**src/rtl/udiv_pkg.sv**
```systemverilog
package udiv_pkg;

  localparam int unsigned WORD_W = 32;
  localparam int unsigned STEPS  = 32;
  localparam int unsigned CNT_W  = 5;

  localparam logic [WORD_W-1:0] QUOT_ALL_ONES = 32'hFFFF_FFFF;

  // one classified division job
  typedef struct packed {
    logic [2*WORD_W-1:0] dividend;
    logic [WORD_W-1:0]   divisor;
    logic                saturated;
  } udiv_job_t;

endpackage

```
**src/rtl/udiv_front.sv**
```systemverilog
module udiv_front import udiv_pkg::*; (
  input  logic            clk,
  input  logic            rst_n,
  input  logic            in_tvalid,
  output logic            in_tready,
  input  logic [95:0]     in_tdata,
  output logic            job_valid,
  input  logic            job_ready,
  output udiv_job_t       job
);

  logic      hold_valid_r, hold_valid_nxt;
  udiv_job_t hold_r;
  logic      accept;

  assign in_tready = !hold_valid_r || job_ready;
  assign accept    = in_tvalid && in_tready;
  assign job_valid = hold_valid_r;
  assign job       = hold_r;

  always_comb begin
    hold_valid_nxt = hold_valid_r;
    if (accept) begin
      hold_valid_nxt = 1'b1;
    end else if (job_ready) begin
      hold_valid_nxt = 1'b0;
    end
  end

  always_ff @(posedge clk) begin
    if (!rst_n) begin
      hold_valid_r <= 1'b0;
    end else begin
      hold_valid_r <= hold_valid_nxt;
    end
  end

  // overflow when the high half is not below the divisor (covers zero divisor)
  always_ff @(posedge clk) begin
    if (accept) begin
      hold_r.dividend  <= in_tdata[63:0];
      hold_r.divisor   <= in_tdata[95:64];
      hold_r.saturated <= (in_tdata[63:32] >= in_tdata[95:64]);
    end
  end

endmodule

```
**src/rtl/udiv_queue.sv**
```systemverilog
module udiv_queue import udiv_pkg::*; #(
  parameter int unsigned DEPTH = 2
) (
  input  logic      clk,
  input  logic      rst_n,
  input  logic      push_valid,
  output logic      push_ready,
  input  udiv_job_t push_job,
  output logic      pop_valid,
  input  logic      pop_ready,
  output udiv_job_t pop_job
);

  localparam int unsigned PTR_W = (DEPTH > 1) ? $clog2(DEPTH) : 1;
  localparam int unsigned CNT_W_Q = $clog2(DEPTH + 1);

  udiv_job_t          mem_r [DEPTH];
  logic [PTR_W-1:0]   wr_ptr_r, wr_ptr_nxt;
  logic [PTR_W-1:0]   rd_ptr_r, rd_ptr_nxt;
  logic [CNT_W_Q-1:0] count_r, count_nxt;
  logic               push, pop;

  assign push_ready = (count_r != CNT_W_Q'(DEPTH));
  assign pop_valid  = (count_r != '0);
  assign pop_job    = mem_r[rd_ptr_r];
  assign push       = push_valid && push_ready;
  assign pop        = pop_valid && pop_ready;

  always_comb begin
    wr_ptr_nxt = wr_ptr_r;
    rd_ptr_nxt = rd_ptr_r;
    count_nxt  = count_r;
    if (push) begin
      wr_ptr_nxt = (wr_ptr_r == PTR_W'(DEPTH - 1)) ? '0 : wr_ptr_r + 1'b1;
    end
    if (pop) begin
      rd_ptr_nxt = (rd_ptr_r == PTR_W'(DEPTH - 1)) ? '0 : rd_ptr_r + 1'b1;
    end
    if (push && !pop) begin
      count_nxt = count_r + 1'b1;
    end else if (pop && !push) begin
      count_nxt = count_r - 1'b1;
    end
  end

  always_ff @(posedge clk) begin
    if (!rst_n) begin
      wr_ptr_r <= '0;
      rd_ptr_r <= '0;
      count_r  <= '0;
    end else begin
      wr_ptr_r <= wr_ptr_nxt;
      rd_ptr_r <= rd_ptr_nxt;
      count_r  <= count_nxt;
    end
  end

  always_ff @(posedge clk) begin
    if (push) begin
      mem_r[wr_ptr_r] <= push_job;
    end
  end

  a_count_bound: assert property (@(posedge clk) disable iff (!rst_n)
    count_r <= CNT_W_Q'(DEPTH))
    else $error("queue fill count beyond depth");

  a_ptr_gap: assert property (@(posedge clk) disable iff (!rst_n)
    (count_r == '0) || (count_r == CNT_W_Q'(DEPTH)) |-> wr_ptr_r == rd_ptr_r)
    else $error("queue pointers disagree with fill count");

endmodule

```
**src/rtl/udiv_core.sv**
```systemverilog
module udiv_core import udiv_pkg::*; (
  input  logic              clk,
  input  logic              rst_n,
  input  logic              job_valid,
  output logic              job_ready,
  input  udiv_job_t         job,
  output logic              out_tvalid,
  input  logic              out_tready,
  output logic [WORD_W-1:0] out_tdata,
  output logic              out_tuser
);

  localparam logic [1:0] ST_IDLE = 2'd0;
  localparam logic [1:0] ST_RUN  = 2'd1;
  localparam logic [1:0] ST_DONE = 2'd2;

  logic [1:0]          state_r, state_nxt;
  logic [CNT_W-1:0]    count_r, count_nxt;
  logic [2*WORD_W-1:0] acc_r, acc_nxt;
  logic [WORD_W-1:0]   divisor_r, divisor_nxt;
  logic                sat_r, sat_nxt;
  logic                out_valid_r, out_valid_nxt;
  logic [WORD_W-1:0]   out_quot_r;
  logic                out_sat_r;
  logic                out_free, finish;
  logic [WORD_W:0]     trial;
  logic [WORD_W:0]     diff;
  logic                qbit;

  assign out_free  = !out_valid_r || out_tready;
  assign job_ready = (state_r == ST_IDLE);
  assign finish    = (state_r == ST_DONE) && out_free;

  // one restoring step: shift in the next dividend bit, subtract if it fits
  assign trial = {acc_r[2*WORD_W-1:WORD_W], acc_r[WORD_W-1]};
  assign diff  = trial - {1'b0, divisor_r};
  assign qbit  = !diff[WORD_W];

  always_comb begin
    state_nxt   = state_r;
    count_nxt   = count_r;
    acc_nxt     = acc_r;
    divisor_nxt = divisor_r;
    sat_nxt     = sat_r;
    case (state_r)
      ST_IDLE: begin
        if (job_valid) begin
          divisor_nxt = job.divisor;
          sat_nxt     = job.saturated;
          count_nxt   = '0;
          if (job.saturated) begin
            acc_nxt   = {job.dividend[2*WORD_W-1:WORD_W], QUOT_ALL_ONES};
            state_nxt = ST_DONE;
          end else begin
            acc_nxt   = job.dividend;
            state_nxt = ST_RUN;
          end
        end
      end
      ST_RUN: begin
        acc_nxt = {(qbit ? diff[WORD_W-1:0] : trial[WORD_W-1:0]),
                   acc_r[WORD_W-2:0], qbit};
        count_nxt = count_r + 1'b1;
        if (count_r == CNT_W'(STEPS - 1)) begin
          state_nxt = ST_DONE;
        end
      end
      ST_DONE: begin
        if (out_free) begin
          state_nxt = ST_IDLE;
        end
      end
      default: begin
        state_nxt = ST_IDLE;
      end
    endcase
  end

  always_comb begin
    out_valid_nxt = out_valid_r;
    if (finish) begin
      out_valid_nxt = 1'b1;
    end else if (out_tready) begin
      out_valid_nxt = 1'b0;
    end
  end

  always_ff @(posedge clk) begin
    if (!rst_n) begin
      state_r     <= ST_IDLE;
      count_r     <= '0;
      out_valid_r <= 1'b0;
    end else begin
      state_r     <= state_nxt;
      count_r     <= count_nxt;
      out_valid_r <= out_valid_nxt;
    end
  end

  always_ff @(posedge clk) begin
    acc_r     <= acc_nxt;
    divisor_r <= divisor_nxt;
    sat_r     <= sat_nxt;
    if (finish) begin
      out_quot_r <= acc_r[WORD_W-1:0];
      out_sat_r  <= sat_r;
    end
  end

  assign out_tvalid = out_valid_r;
  assign out_tdata  = out_quot_r;
  assign out_tuser  = out_sat_r;

  a_rem_below_divisor: assert property (@(posedge clk) disable iff (!rst_n)
    state_r == ST_RUN |-> acc_r[2*WORD_W-1:WORD_W] < divisor_r)
    else $error("partial remainder not below divisor");

  a_sat_all_ones: assert property (@(posedge clk) disable iff (!rst_n)
    out_valid_r && out_sat_r |-> out_quot_r == QUOT_ALL_ONES)
    else $error("saturated result without all-ones quotient");

  a_run_leaves_at_end: assert property (@(posedge clk) disable iff (!rst_n)
    state_r == ST_DONE && $past(state_r) == ST_RUN |-> count_r == '0)
    else $error("iteration count wrong at end of division");

endmodule

```
**src/rtl/unsigned_divide_64_by_32_unit.sv**
```systemverilog
// channel  | dir | tdata (low bit up)                  | tuser
// ---------+-----+-------------------------------------+-----------
// in_      | in  | dividend[63:0], divisor[95:64]      | -
// out_     | out | quotient[31:0]                      | saturated
//
// an unsaturated division passes from the input transaction through the
// front register, the queue, the core load, 32 restoring steps (one
// quotient bit per cycle in the shared subtractor) and the result
// register; saturated jobs skip the 32 steps
// the bit-serial core takes a new job only after its result is registered
// reset (rst_n low, synchronous) empties the front register, queue and core
// either side may stall on its own: the front and queue keep taking
// transactions while the core works or a result waits on out_tready
module unsigned_divide_64_by_32_unit import udiv_pkg::*; #(
  parameter int unsigned QUEUE_DEPTH = 2
) (
  input  logic        clk,
  input  logic        rst_n,
  input  logic        in_tvalid,
  output logic        in_tready,
  input  logic [95:0] in_tdata,   // dividend[63:0], divisor[95:64]
  output logic        out_tvalid,
  input  logic        out_tready,
  output logic [31:0] out_tdata,  // quotient[31:0]
  output logic        out_tuser   // saturated
);

  // front register to queue
  logic      front_valid;
  logic      front_ready;
  udiv_job_t front_job;

  // queue to divider core
  logic      core_valid;
  logic      core_ready;
  udiv_job_t core_job;

  // accepts transactions and flags quotient overflow up front
  udiv_front u_front (
    .clk       (clk),
    .rst_n     (rst_n),
    .in_tvalid (in_tvalid),
    .in_tready (in_tready),
    .in_tdata  (in_tdata),
    .job_valid (front_valid),
    .job_ready (front_ready),
    .job       (front_job)
  );

  // short queue decoupling classification from the iterative core
  udiv_queue #(
    .DEPTH (QUEUE_DEPTH)
  ) u_queue (
    .clk        (clk),
    .rst_n      (rst_n),
    .push_valid (front_valid),
    .push_ready (front_ready),
    .push_job   (front_job),
    .pop_valid  (core_valid),
    .pop_ready  (core_ready),
    .pop_job    (core_job)
  );

  // radix-2 restoring divider with registered result
  udiv_core u_core (
    .clk        (clk),
    .rst_n      (rst_n),
    .job_valid  (core_valid),
    .job_ready  (core_ready),
    .job        (core_job),
    .out_tvalid (out_tvalid),
    .out_tready (out_tready),
    .out_tdata  (out_tdata),
    .out_tuser  (out_tuser)
  );

endmodule

```
**config.mk**
```make
export PLATFORM = sky130hd
export DESIGN_NAME = unsigned_divide_64_by_32_unit
export DESIGN_NICKNAME = d
export VERILOG_FILES = /design/src/rtl/udiv_pkg.sv /design/src/rtl/udiv_front.sv /design/src/rtl/udiv_queue.sv /design/src/rtl/udiv_core.sv /design/src/rtl/unsigned_divide_64_by_32_unit.sv
export SDC_FILE = /design/constraint.sdc
export NUM_CORES = 1
export LEC_CHECK = 0
export ABC_AREA = 1
export BUFFER_PORTS_ARGS = -buffer_cell sky130_fd_sc_hd__buf_2
export CORE_UTILIZATION = 60
export DETAILED_ROUTE_END_ITERATION = 16
export GPL_TIMING_DRIVEN = 0
export MAX_ROUTING_LAYER = met4
export PLACE_DENSITY_LB_ADDON = 0.15
export SLEW_MARGIN = 20
export SYNTH_ARGS = -nofsm -noshare
export SYNTH_HDL_FRONTEND = slang
export SYNTH_HIERARCHICAL = 1
export SYNTH_SLANG_ARGS = --single-unit
```
**constraint.sdc**
```tcl
create_clock -name clk -period 13.1 [get_ports clk]
set_input_delay 1.965 -clock clk [delete_from_list [all_inputs] [get_ports clk]]
set_output_delay 1.965 -clock clk [all_outputs]
set_load 0.02 [all_outputs]
```
; ---- Word level (Yosys, flattened, before mapping)
; Memories as Yosys holds them, arrays and structs flattened. A register that Yosys moved wholly into a read port is not among the register bits.
; Index checks and enable logic that the tools add are counted.
[word_totals]
reg_bits = 240
latchBits = 0
ram_bits = 194
mem_bits_ro = 0
output_inout_bits = 35
word_cells = 75
n_memories = 1
[classes]
addsub = 6
mul = 0
div = 0
magnitude_cmp = 1
eq_ne = 7
shifts = 0
mux = 23
bitwise = 0
reduce_logical = 22
[mem_list]
columns = memory, depth, width, read_ports, rd_ports_with_merged_regs, write_ports, line
row1 = u_queue.mem_r, 2, 97, 1, 1, 1, udiv_queue.sv:17  ; udiv_job_t mem_r [DEPTH];
[op_table]
columns = operator, n
row1 = 64-bit one-hot mux with 2 select lines, 1
row2 = 32-bit two-way mux, 2
row3 = 64-bit two-way mux, 1
row4 = 33-bit by 32-bit subtractor with 33-bit output, 1
row5 = 32-bit >= comparator, 1
row6 = 2-bit two-way mux, 6
row7 = 1-bit two-way mux, 10
row8 = 5-bit one-hot mux with 2 select lines, 1
row9 = 2-bit nonzero test, 5
row10 = 1-bit logical AND, 6
row11 = "2-bit by 1-bit != test with 1-bit output, second input constant", 3
row12 = 2-bit one-hot mux with 3 select lines, 1
row13 = "5-bit by 1-bit adder with 5-bit output, second input constant", 1
row14 = "5-bit equality test, second input constant", 1
row15 = 1-bit zero test, 5
row16 = 5-bit two-way mux, 1
row17 = 2-bit AND reduction, 2
row18 = 3-bit AND reduction, 1
row19 = "1-bit adder, second input constant", 2
row20 = "2-bit by 1-bit adder with 2-bit output, second input constant", 1
row21 = "2-bit by 1-bit equality test with 1-bit output, second input constant", 1
row22 = "2-bit equality test, second input constant", 1
row23 = 2-bit zero test, 1
row24 = 1-bit logical OR, 2
row25 = 2 further kinds, 2

; ---- Longest topological paths before layout
; Gate-level depths: netlist of the first run.
[logic_depth]
ltp_word = 6
depth_mapped = 18
ltp_nobuf = 17

; ---- By module
; Netlist of the first run, hierarchy kept.
[modules_own_cells]
columns = mod, instances, cells_each, area_each_um2, seq_area_each_um2
row1 = udiv_core, 1, 1072, 8366.8, 4063.9
row2 = udiv_queue, 1, 339, 7357.1, 5925.7
row3 = udiv_front, 1, 242, 3821.2, 2932.8

; ---- Worst setup path after synthesis of the first run
; No wires, ideal clock.
[synth_timing]
path_type = input to register
startpoint = input port in_tvalid
endpoint = register u_front.hold_r, in the netlist u_front/job[0] (enable)
setup_time_ns = 0.584
t_arrival_ns = 6.689
required_time_ns = 12.516
path_slack_ns = 5.826
stages = 2
cell_sequence = inv_1 a21oi_1
[synth_between]
elab_chain_len = 1
[synth_rtl]
columns = item, line
row1 = from (decl), unsigned_divide_64_by_32_unit.sv:19  ; input logic in_tvalid,
row2 = 1-bit logical AND, udiv_front.sv:17  ; assign accept = in_tvalid && in_tready;
row3 = via u_front.accept, udiv_front.sv:14  ; logic accept;
row4 = to (decl), udiv_front.sv:13  ; udiv_job_t hold_r;
; The timed path passes the listed nets, and every way through them passes these cells.
; A chain may end at the register's enable or synchronous reset.

; ---- Worst setup path after layout of the first run
[layout_timing]
startpoint = register u_queue.count_r[0]
endpoint = output port in_tready
[layout_between]
elab_chain_len = 2
[layout_rtl]
columns = item, line
row1 = from (decl), udiv_queue.sv:20  ; logic [CNT_W_Q-1:0] count_r, count_nxt;
row2 = from (signal assigned), udiv_queue.sv:54  ; count_r <= count_nxt;
row3 = 2-bit != test, udiv_queue.sv:23  ; assign push_ready = (count_r != CNT_W_Q'(DEPTH));
row4 = via front_ready, unsigned_divide_64_by_32_unit.sv:30  ; logic front_ready;
row5 = 1-bit logical OR, udiv_front.sv:16  ; assign in_tready = !hold_valid_r || job_ready;
row6 = to (decl), unsigned_divide_64_by_32_unit.sv:20  ; output logic in_tready,
; The timed path passes the listed nets, and every way through them passes these cells.

==> results by group, run 1 <==
Status
  – Status: finished clean

Clock tree
  – CTS tree: built
  – CTS Buf Count: 43
  – Clk_lat worst skew: ~530 ps
  – Setup repair bufs after CTS: 0
  – Hold-fix buffers, CTS: 0
  – CTS clk-pin slew, worst paths: 60 ps
  – Clk buf depth: 3
  – Htree depth: 2
  – PostCTS Resize Cnt: 0
  – CTS Root Cell: clkbuf_16
  – Clk sink count: 435

Route
  – Metal2 WL: 20.0 mm
  – Vias/cell: about 5.2
  – Via Count: 12199
  – Routed met3 length: approximately 2.4 mm
  – Detailed Route WL: 40.8 mm
  – Antenna-violating nets left: 0
  – DR iter-0 viols: 785
  – # DRC: 0
  – M1 WL: ~18 mm
  – Pre-antenna DRT Iters: 5
  – WL per Instance: ~18 microns
  – Uppermost layer routed: met4

Cells and area
  – Layout cells sized above 1: between 10% and 20%
  – Filler cells: 2172
  – Commonest non-fill, non-tap cell in the layout: edfxtp_1
  – Most frequent cells in the layout: 421 x edfxtp_1, 410 x nand2_1, 239 x inv_1, 148 x buf_2, 93 x nand3_1
  – Area Overhead vs Synth: 15.9%
  – Design area: approximately 23000 sq um
  – Core Util, Final: between 70% and 80%
  – Nets: slightly above 2000

Yosys
  – Number of synthesized register bits: roughly 440
  – Post-synth EDFFs: between 400 and 500
  – Main synth FF type: edfxtp_1
  – Sequential element share of the synthesized area: between 60% and 70%
  – Syn nets: 1821
  – Mapped cell area: 19500 sq um
  – Avg Inst Size Synth: between 10 and 15 sq um
  – Yosys warnings: 6
  – Ys async rst share: 0%
  – Number of unique standard cell types used by synthesis: 40
  – Cells after synthesis: between 1500 and 2000

Power
  – PwrDens: around 250 nW/um^2
  – Total leakage power: roughly 9.5 nW
  – Max VDD drop: about 0.18 mV

Critical path
  – Critical Path RT: 11140 ps
  – Crit path cell chain: inv_1 > nand2_1 > inv_1 > nand2_1 > buf_2
  – R2r setup slk: roughly 10000 ps
  – Endpoint class of the critical path: output port
  – CP peak stage delay: 340 ps
  – CP startpoint kind: register
  – R2R cell count: 16
  – CP delay by family, top: buffers and inverters
  – Worst-path fanout max: 5
  – CP Depth: 5
  – Crit path DAT: roughly 1500 ps
  – Worst Path Class, Setup: register to output port
  – Worst Path Buf+Inv: 3
  – Critical path's slowest cell: dfxtp_1

Placement
  – RD Place Congestion: ~0.94
  – Placed Area: roughly 21000 sq um
  – # port buffers: between 100 and 150
  – DP HPWL: between 20 and 30 mm

Timing
  – RSZ-0062 raised after global routing: false
  – Final Slew Violations: 0
  – Crit path time final: around 3400 ps
  – Slew margin rel.: a little under half
  – Slew of the pin with the lowest slew margin: approximately 800 ps
  – Setup violators final: 0
  – Layout Skew: ~19 ps
  – Setup TNS: 0 ps
  – Fmax: approximately 0.29 GHz
  – Period utilization: a little over a quarter
  – Final Hold Vio Count: 0

Job
  – Max-cap violations: 0

Floorplanning
  – Die height: 182 microns
  – Die width: roughly 180 microns
  – Row cnt: 65
  – Starting density of the core: 61.5%
  – Core box area: roughly 32000 sq um
  – Die area: between 30000 and 40000 sq um
  – # IOs: roughly 140

Global route
  – Total gr overflow: 0
  – Initial antenna violation count: 10
  – First-pass GRT wire length: 63.7 mm
  – Maximum number of pins on one net before global-route repair: 35
  – GRT Resource Usage Total: 25.8%
  – Vias in the first global route: 12398

Min path
  – Hold path depth: 0
  – Tightest Hold Check Type: register to register
==> report_power, final <==
group	internal [mW]	leakage (nW)	switching, mW	total, mW
combinational	0.831	4.75	1.56	2.39
sequential	1.96	4.06	0.119	2.08
clock	0.745	0.699	0.498	1.24
total	3.54	9.50	2.17	5.71
==> flip-flops by register name, indices dropped and copies added (netlist names), 2 cells and up, named ones only <==
signal	flops
u_queue/count_r	2
u_queue/mem_r	194
u_core/acc_r	64
u_core/state_r	2
u_core/out_tdata	32
u_core/divisor_r	32
u_front/job	97
u_core/count_r	5
==> per-stage QoR <==
| step | power, mW | setup WS [ps] | std cells | hold slack (ps) |
|---|---|---|---|---|
| finish | 5.71 | 9660 | 2330 | 439 |
| detailed placement | 4.48 | 9610 | 2240 | 429 |
| global placement | 4.41 | 3450 | 2222 | 422 |
| global route | 6.08 | 9560 | 2329 | 450 |
| floorplan | 3.77 | 5830 | 1653 | 400 |
| CTS | 5.74 | 9660 | 2319 | 442 |
==> cells in the mapped netlist (2+ instances only) <==
cell type / instances / area share (%)
ha_1: 67 / 4.3
buf_2: 14 / 0.36
a21oi_2: 3 / 0.13
o21a_1: 3 / 0.12
nor2_1: 88 / 1.7
or2_2: 2 / 0.064
o21ai_1: 2 / 0.051
mux2_4: 30 / 2.3
o21ai_0: 43 / 1.1
nand3b_1: 3 / 0.12
mux2_2: 67 / 3.9
nand2_2: 21 / 0.67
o21bai_1: 4 / 0.15
nand2_1: 410 / 7.9
xor2_1: 2 / 0.090
and2_1: 5 / 0.16
nor2_2: 4 / 0.13
xnor2_1: 13 / 0.58
nor3_1: 9 / 0.23
dfxtp_1: 14 / 1.4
nand4_1: 11 / 0.35
inv_1: 240 / 4.6
clkbuf_1: 14 / 0.27
edfxtp_1: 421 / 65
inv_2: 4 / 0.077
nand3_1: 93 / 2.4
buf_6: 7 / 0.40
a21oi_1: 47 / 1.2
==> worst reg2reg max path, cell delays in order (launching register included) <==
cell and delay (ps):
edfxtp_1 370, inv_1 110, ha_1 240, fa_1 430, inv_1 100, nand2_1 50, nand2_1 70, nand3_1 80
nand2_2 120, nand2_1 70, nand2_2 120, nand2_2 100, nand3_2 110, buf_2 270, nand3_1 120, nand3_1 160
nand2_1 60
==> metal layers <==
metal  GRT usage [%]  up-vias
met5               -        -
met4            6.15        0
met3            4.67       61
met2            43.1      317
met1            33.0     5810
li1                -     6011
==> logic make-up (layout without fill, tap and decap cells) <==
group / after synthesis / after routing / synth area share, %
buf+inv: 281 / 512 / 5.84
xor+xnor: 15 / 15 / 0.672
mux: 97 / 97 / 6.16
simple gates: 651 / 651 / 13.9
fa+ha+maj: 68 / 68 / 4.39
flops: 435 / 435 / 66.1
compound gates: 106 / 106 / 2.91
other cells: 0 / 11 / 0
==> path summary, 6_finish.rpt <==
| kind | from | endpoint |
|---|---|---|
| worst min-delay path | u_front/job[58]$_DFFE_PP_ | u_queue/mem_r[0][58]$_DFFE_PP_ |
| worst min register to register | u_front/job[58]$_DFFE_PP_ | u_queue/mem_r[0][58]$_DFFE_PP_ |
| worst max register to register | u_core/acc_r[31]$_DFFE_PP_ | u_core/acc_r[40]$_DFFE_PP_ |
| worst max-delay path | u_queue/count_r[0]$_SDFFE_PN0P_ | in_tready |
==> area by class of cell <==
cell class | instances | area, sq um | area share (%)
Sequential cell | 435 | 12900 | 57.1
Multi-Input combinational cell | 937 | 5520 | 24.4
Clock buffer | 52 | 1110 | 4.90
Timing Repair Buffer | 152 | 1050 | 4.65
Inverter | 244 | 918 | 4.05
Tap cell | 435 | 544 | 2.40
Clock inverter | 27 | 328 | 1.45
Buffer | 37 | 225 | 0.994
Antenna cell | 11 | 27.5 | 0.122
No activity file was read; power rests on OpenSTA's default activity.
==> inputs of run 2 (changes only) <==
- CORE_UTILIZATION: 60 -> 55
- clock period: 13.1 -> 3 ns (I/O delays scaled with it)
==> results by group, run 2 (same netlist as run 1, synthesis figures left out) <==
Global route
  – Initial antenna violation count: 6 (-4)
  – Total gr overflow: 0 (unchanged)
  – Maximum number of pins on one net before global-route repair: 34 (-2.9%)
  – First-pass GRT wire length: 62.9 mm (-1.2%)
  – GRT Resource Usage Total: 23.6% (-2.2 points)
  – Vias in the first global route: 11927 (-3.8%)

Cells and area
  – Max reg flops: 194 (unchanged)
  – Commonest non-fill, non-tap cell in the layout: edfxtp_1
  – Most flops, register: u_queue/mem_r
  – Most frequent cells in the layout: 421 x edfxtp_1, 410 x nand2_1, 239 x inv_1, 146 x buf_2, 93 x nand3_1
  – Layout cells sized above 1: 19.8% (-0.15 points)
  – Nets: 2018 (unchanged)
  – Area Overhead vs Synth: 15.7%
  – Design area: 22600 sq um (-0.18%)

Placement
  – RD Place Congestion: 0.919 (-2.3%)
  – # port buffers: 134 (unchanged)
  – DP HPWL: 30.5 mm (+2.1%)
  – Placed Area: 21200 sq um (+0.19%)

Critical path
  – CP startpoint kind: register
  – Critical Path RT: 3300 ps (-7840 ps)
  – Endpoint class of the critical path: register
  – Crit path DAT: 3030 ps (+1550 ps)
  – Worst Path Class, Setup: register to register
  – Worst-path fanout max: 10 (+5)

Floorplanning
  – Row cnt: 68 (+4.6%)
  – Die area: 36300 sq um (+9.0%)
  – Core box area: 34700 sq um (+9.2%)
  – Starting density of the core: 56.3% (-5.2 points)
  – # IOs: 135 (unchanged)
  – Die width: 191 microns (+4.4%)
  – Die height: 191 microns (+4.4%)

Route
  – Pre-antenna DRT Iters: 5 (unchanged)
  – DR iter-0 viols: 710 (-9.6%)
  – # DRC: 0 (unchanged)
  – Via Count: 12034 (-1.4%)
  – Antenna-violating nets left: 0 (unchanged)
  – WL per Instance: 17.4 microns (-0.78%)
  – Vias/cell: 5.13 (-2.0%)
  – Detailed Route WL: 40.7 mm (-0.14%)

Job
  – Max-cap violations: 0 (unchanged)

Power
  – PwrDens: 1090 nW/um^2 (+330%)
  – Total leakage power: 9.47 nW (-0.36%)
  – Max VDD drop: 0.742 mV (+310%)
  – Tot Pwr: 24.7 mW (+330%)

Timing
  – Crit path time final: about 2700 ps
  – Slew of the pin with the lowest slew margin: 720 ps (-78.4 ps)
  – Period utilization: 91.0%
  – Final Hold Vio Count: 0 (unchanged)
  – Layout Skew: 23.7 ps (+4.60 ps)
  – RSZ-0062 raised after global routing: false
  – Fmax: roughly 0.37 GHz
  – Setup violators final: 0 (unchanged)
  – Final Slew Violations: 0 (unchanged)
  – Setup TNS: 0 ps (unchanged)
  – Slew margin rel.: 51.5% (+5.0 points)

Clock tree
  – Hold-fix buffers, CTS: 0 (unchanged)
  – PostCTS Resize Cnt: 0 (unchanged)
  – Setup repair bufs after CTS: 0 (unchanged)
  – Clk sink count: 435 (unchanged)
  – CTS Root Cell: clkbuf_16
  – Clk_lat worst skew: 560 ps (+30 ps)
  – CTS tree: built
  – Htree depth: 2 (unchanged)
  – Clk buf depth: 3 (unchanged)
  – CTS Buf Count: 44 (+2.3%)
  – CTS clk-pin slew, worst paths: 60 ps (about the same)

Status
  – Status: finished clean

Min path
  – Tightest Hold Check Type: primary input to register
-- run 2: cell types whose count changed in the layout (fill, tap and decap cells not counted), sizes merged --
| cell | previous run | this run |
|---|---|---|
| bufinv | 7 | 2 |
| clkinv | 18 | 23 |
| diode | 11 | 7 |
| buf | 175 | 172 |
| clkbuf | 66 | 69 |
| inv | 245 | 244 |
-- run 2: worst max-delay path, cell delays in order, from the launching register on --
cell and delay [ps]:
edfxtp_1 340, inv_1 90, ha_1 250, fa_2 370, inv_1 90, nand2_1 50, nand2_1 90, nand3_1 90
nand2_2 120, nand2_1 70, nand2_2 110, nand2_2 90, nand2_2 80, nand2_2 80, nand2_4 130, buf_6 170
nand2_1 100, nand3_1 90, nand2_1 60
-- run 2: stage by stage --
stage,hold slack [ps],util [%],setup WS [ps],cells
CTS,46.4,65.1,183,2338
detailed placement,425,61.1,218,2259
finish,65.3,65.1,271,2345
global placement,423,59.9,-2140,2242
floorplan,400,-,-542,1653
global route,52.3,65.1,20.4,2344
-- run 2: cell type report --
class	count	area (sq um)
clock buffers	53	1180
inverters	244	918
fillers	2712	12100
flip-flops and latches	435	12900
repair buffers	151	1060
multi-input cells	937	5530
clock inverters	26	180
diodes	7	17.5
well taps	455	569
plain buffers	37	230
-- run 2: metal layers --
layer	part of all wire [%]	up-vias	global-route usage, %
met4	2.0	0	6.00
met5	0	-	-
met1	44	5730	30.4
met2	49	258	38.8
li1	-	5993	-
met3	5.1	53	4.20
-- run 2: final timing paths --
kind                              start                             end  slack [ps]  cells after the start
max          u_core/acc_r[31]$_DFFE_PP_      u_core/acc_r[50]$_DFFE_PP_         270                     18
min reg2reg   u_front/job[20]$_DFFE_PP_  u_queue/mem_r[1][20]$_DFFE_PP_         440                      0
min                         in_tdata[4]       u_front/job[37]$_DFFE_PP_          70                      1
max reg2reg  u_core/acc_r[31]$_DFFE_PP_      u_core/acc_r[50]$_DFFE_PP_         270                     18
-- run 2: report_power, final --
group	internal, mW	total [mW]	switching, mW
clock	2.96	5.14	2.18
combinational	3.65	10.5	6.80
sequential	8.56	9.07	0.516
==> inputs of run 3 (changes only) <==
- ABC_AREA: 1 -> 0
- ABC_CLOCK_PERIOD_IN_PS: not set -> 3000
- CORE_UTILIZATION: 55 -> 54
==> results by group, run 3 <==
Yosys
  – Post-synth EDFFs: 421 (unchanged)
  – Top cell type by total area after synthesis: edfxtp_1
  – Mapped cell area: 18500 sq um (-5.4%)
  – Main synth FF type: edfxtp_1
  – Cells after synthesis: 1210 (-27%)
  – Yosys warnings: 6 (unchanged)
  – Commonest cells post-synth: 421 x edfxtp_1, 125 x nand2_1, 75 x inv_1
  – Ys async rst share: 0% (unchanged)
  – Number of synthesized register bits: 435 (unchanged)
  – Top-area cell type share of the netlist area: 68.4% (+3.7 points)
  – Top-count cell post-synth: edfxtp_1
  – Sequential element share of the synthesized area: 69.9% (+3.8 points)
  – Syn nets: 1378 (-24%)
  – Avg Inst Size Synth: 15.3 sq um (+29%)
  – Number of unique standard cell types used by synthesis: 66 (+65%)
  – Largest cells by area after synthesis: edfxtp_1 68%, ha_1 4.5%, mux2_2 4.1%

Placement
  – Placed cell count: 1799 (-20%)
  – DP HPWL: 22.6 mm (-26%)
  – Placed Area: 19900 sq um (-6.1%)
  – RD Place Congestion: 0.911 (-0.83%)
  – # port buffers: 134 (unchanged)

Clock tree
  – CTS Root Cell: clkbuf_16
  – CTS Buf Count: 45 (+2.3%)
  – Clk_lat worst skew: 550 ps (about the same)
  – Clk sink count: 435 (unchanged)
  – CTS tree: built
  – Clk buf depth: 3 (unchanged)
  – Htree depth: 2 (unchanged)
  – CTS clk-pin slew, worst paths: 60 ps (about the same)

Critical path
  – Crit path cell chain: ha_4 > fa_2 > nor2b_4 > o31ai_4 > a32oi_2 > a221oi_4 > o211a_4 > o21ai_4 > and2_4 > buf_12 > buf_12 > mux2i_2 > o21ai_1
  – Critical path's slowest cell: edfxtp_1
  – Worst-path fanout max: 7 (-3)
  – Critical R2R Launch: u_core/divisor_r[0]$_DFFE_PP_
  – CP peak stage delay: 410 ps (+40 ps)
  – CP startpoint kind: register
  – Critical Path RT: 3280 ps (-20 ps)
  – Worst setup path start: u_core/divisor_r[0]$_DFFE_PP_
  – Cell mode on critical path: buf_12
  – Worst Path Class, Setup: register to register
  – Crit path DAT: 3420 ps (+390 ps)
  – R2r setup slk: -150 ps (-420 ps)
  – Endpoint class of the critical path: register

Cells and area
  – Layout cells sized above 1: 26.1% (+6.4 points)
  – Design area: 21600 sq um (-4.4%)
  – Multi-input gate area: 5220 sq um (-5.5%)
  – Commonest non-fill, non-tap cell in the layout: edfxtp_1
  – Nets: 1581 (-22%)
  – Filler cells: 2464 (-9.1%)
  – Most flops, register: u_queue/mem_r
  – Area Overhead vs Synth: 16.9%
  – FF+latch area: 12900 sq um (unchanged)
  – Max reg flops: 194 (unchanged)
  – Most frequent cells in the layout: 421 x edfxtp_1, 142 x buf_2, 125 x nand2_1, 72 x inv_1, 67 x mux2_2
  – Post-Layout Cell Count: 1893 (-19%)

Min path
  – Tightest Hold Check Type: primary input to register
  – Hold path startpoint: in_tdata[0]

Global route
  – First-pass GRT wire length: 54.0 mm (-14%)
  – Total gr overflow: 0 (unchanged)
  – Maximum number of pins on one net before global-route repair: 63 (+85%)
  – Vias in the first global route: 10235 (-14%)
  – GRT Resource Usage Total: 20.3% (-3.3 points)
  – Initial antenna violation count: 1 (-5)

Status
  – Status: complete, but fails checks
  – Failing checks: negative setup slack

Floorplanning
  – Die height: 187 microns (-1.8%)
  – # IOs: 135 (unchanged)
  – Die width: 187 microns (-1.8%)
  – Core box area: 33600 sq um (-3.2%)
  – Row cnt: 67 (-1.5%)
  – Die area: 35000 sq um (-3.6%)
  – Starting density of the core: 55.0% (-1.3 points)

Timing
  – Crit path time final: 3150 ps (+419 ps)
  – Setup violators final: 27 (+27)
  – Layout Skew: 14.5 ps (-9.23 ps)
  – Final Hold Vio Count: 0 (unchanged)
  – Fmax: 0.318 GHz (-13%)
  – RSZ-0062 raised after global routing: true
  – Final Slew Violations: 0 (unchanged)
  – Slew of the pin with the lowest slew margin: 707 ps (-13.5 ps)
  – Slew margin rel.: 52.9% (+1.4 points)
  – Final worst setup slack: -148 ps (-419 ps)
  – Period utilization: 105% (+14 points)
  – Setup TNS: -2600 ps (-2600 ps)
  – Hold WS: 75.1 ps (+9.81 ps)

Route
  – # DRC: 0 (unchanged)
  – Vias/cell: 5.35 (+4.3%)
  – Pre-antenna DRT Iters: 4 (-1)
  – Via Count: 10131 (-16%)
  – Detailed Route WL: 34.2 mm (-16%)
  – DR iter-0 viols: 437 (-38%)
  – Antenna-violating nets left: 0 (unchanged)
  – WL per Instance: 18.1 microns (+4.1%)

Job
  – Max-cap violations: 0 (unchanged)

Power
  – Max VDD drop: 0.583 mV (-21%)
  – Total leakage power: 8.16 nW (-14%)
  – PwrDens: 1050 nW/um^2 (-3.3%)
run 3: cell count changes in the layout (fill, tap and decap cells not counted), moves of 21 or more:
| cell | before | now |
|---|---|---|
| inv_1 | 239 | 72 |
| nand2_1 | 410 | 125 |
| nand2_2 | 21 | 0 |
| nand3_1 | 93 | 14 |
| nor2_1 | 85 | 29 |
| o21ai_1 | 2 | 29 |
run 3: routing by layer:
layer | vias up | GRT usage [%] | routed length (microns)
met1 | 4965 | 26.3 | 15200
li1 | 4924 | - | -
met5 | - | - | 0
met3 | 42 | 2.87 | 1350
met2 | 200 | 34.0 | 17100
met4 | 0 | 4.95 | 586
run 3: metrics by stage:
stage / utilization (%) / total power, mW / setup WS [ps]
finish: 64.3 / 22.8 / -148
global route: 64.3 / 24.0 / -271
CTS: 63.7 / 22.3 / -93.6
detailed placement: 59.3 / 16.8 / -439
global placement: 58.7 / 16.5 / -1260
floorplan: - / 14.8 / 24.9
run 3: worst paths after layout:
path | endpoint | cells after the start
setup / recovery | u_core/acc_r[60]$_DFFE_PP_ | 13
hold / removal | u_front/job[33]$_DFFE_PP_ | 1
setup reg to reg | u_core/acc_r[60]$_DFFE_PP_ | 13
hold reg to reg | u_core/out_tuser$_DFFE_PP_ | 0
run 3: what timing repair did:
item,CTS,global route
hold buffers,0,0
setup buffers,10,4
pin swaps,11,6
resized for setup,12,24
endpoints found under the setup margin,33,33
gates cloned,1,2
run 3: final cells by class:
class                           count  share of cell area [%]
Clock buffer                       61                    5.59
Inverter                           75                    1.34
Clock inverter                     17                   0.527
Multi-Input combinational cell    660                    24.2
Buffer                             38                    1.18
Antenna cell                        1                  0.0116
Tap cell                          448                    2.59
Sequential cell                   435                    59.8
Timing Repair Buffer              158                    4.81
run 3: worst max-delay path, delay by kind of cell, from the launching register on:
| kind | cells | cell delay, ps |
|---|---|---|
| flip-flops | 1 | 410 |
| buffers and inverters | 2 | 310 |
| adder cells (fa/ha/maj) | 2 | 600 |
| multiplexers | 1 | 230 |
| AO/OA/AOI/OAI | 6 | 990 |
| AND/OR/NAND/NOR | 2 | 330 |
run 3: cells by family (layout without fill, tap and decap cells):
logic type / Yosys count / after routing / share of synthesized area [%]
xor+xnor: 30 / 30 / 1.42
mux: 123 / 123 / 7.98
compound gates: 204 / 204 / 7.24
fa+ha+maj: 68 / 68 / 4.64
simple gates: 235 / 235 / 5.93
buf+inv: 115 / 349 / 2.89
other cells: 0 / 1 / 0
flops: 435 / 435 / 69.9
run 3: power breakdown:
group | internal (mW) | switching, mW | leakage (nW)
logic | 4.02 | 5.03 | 3.48
registers | 8.32 | 0.450 | 4.04
clock network | 2.83 | 2.16 | 0.634
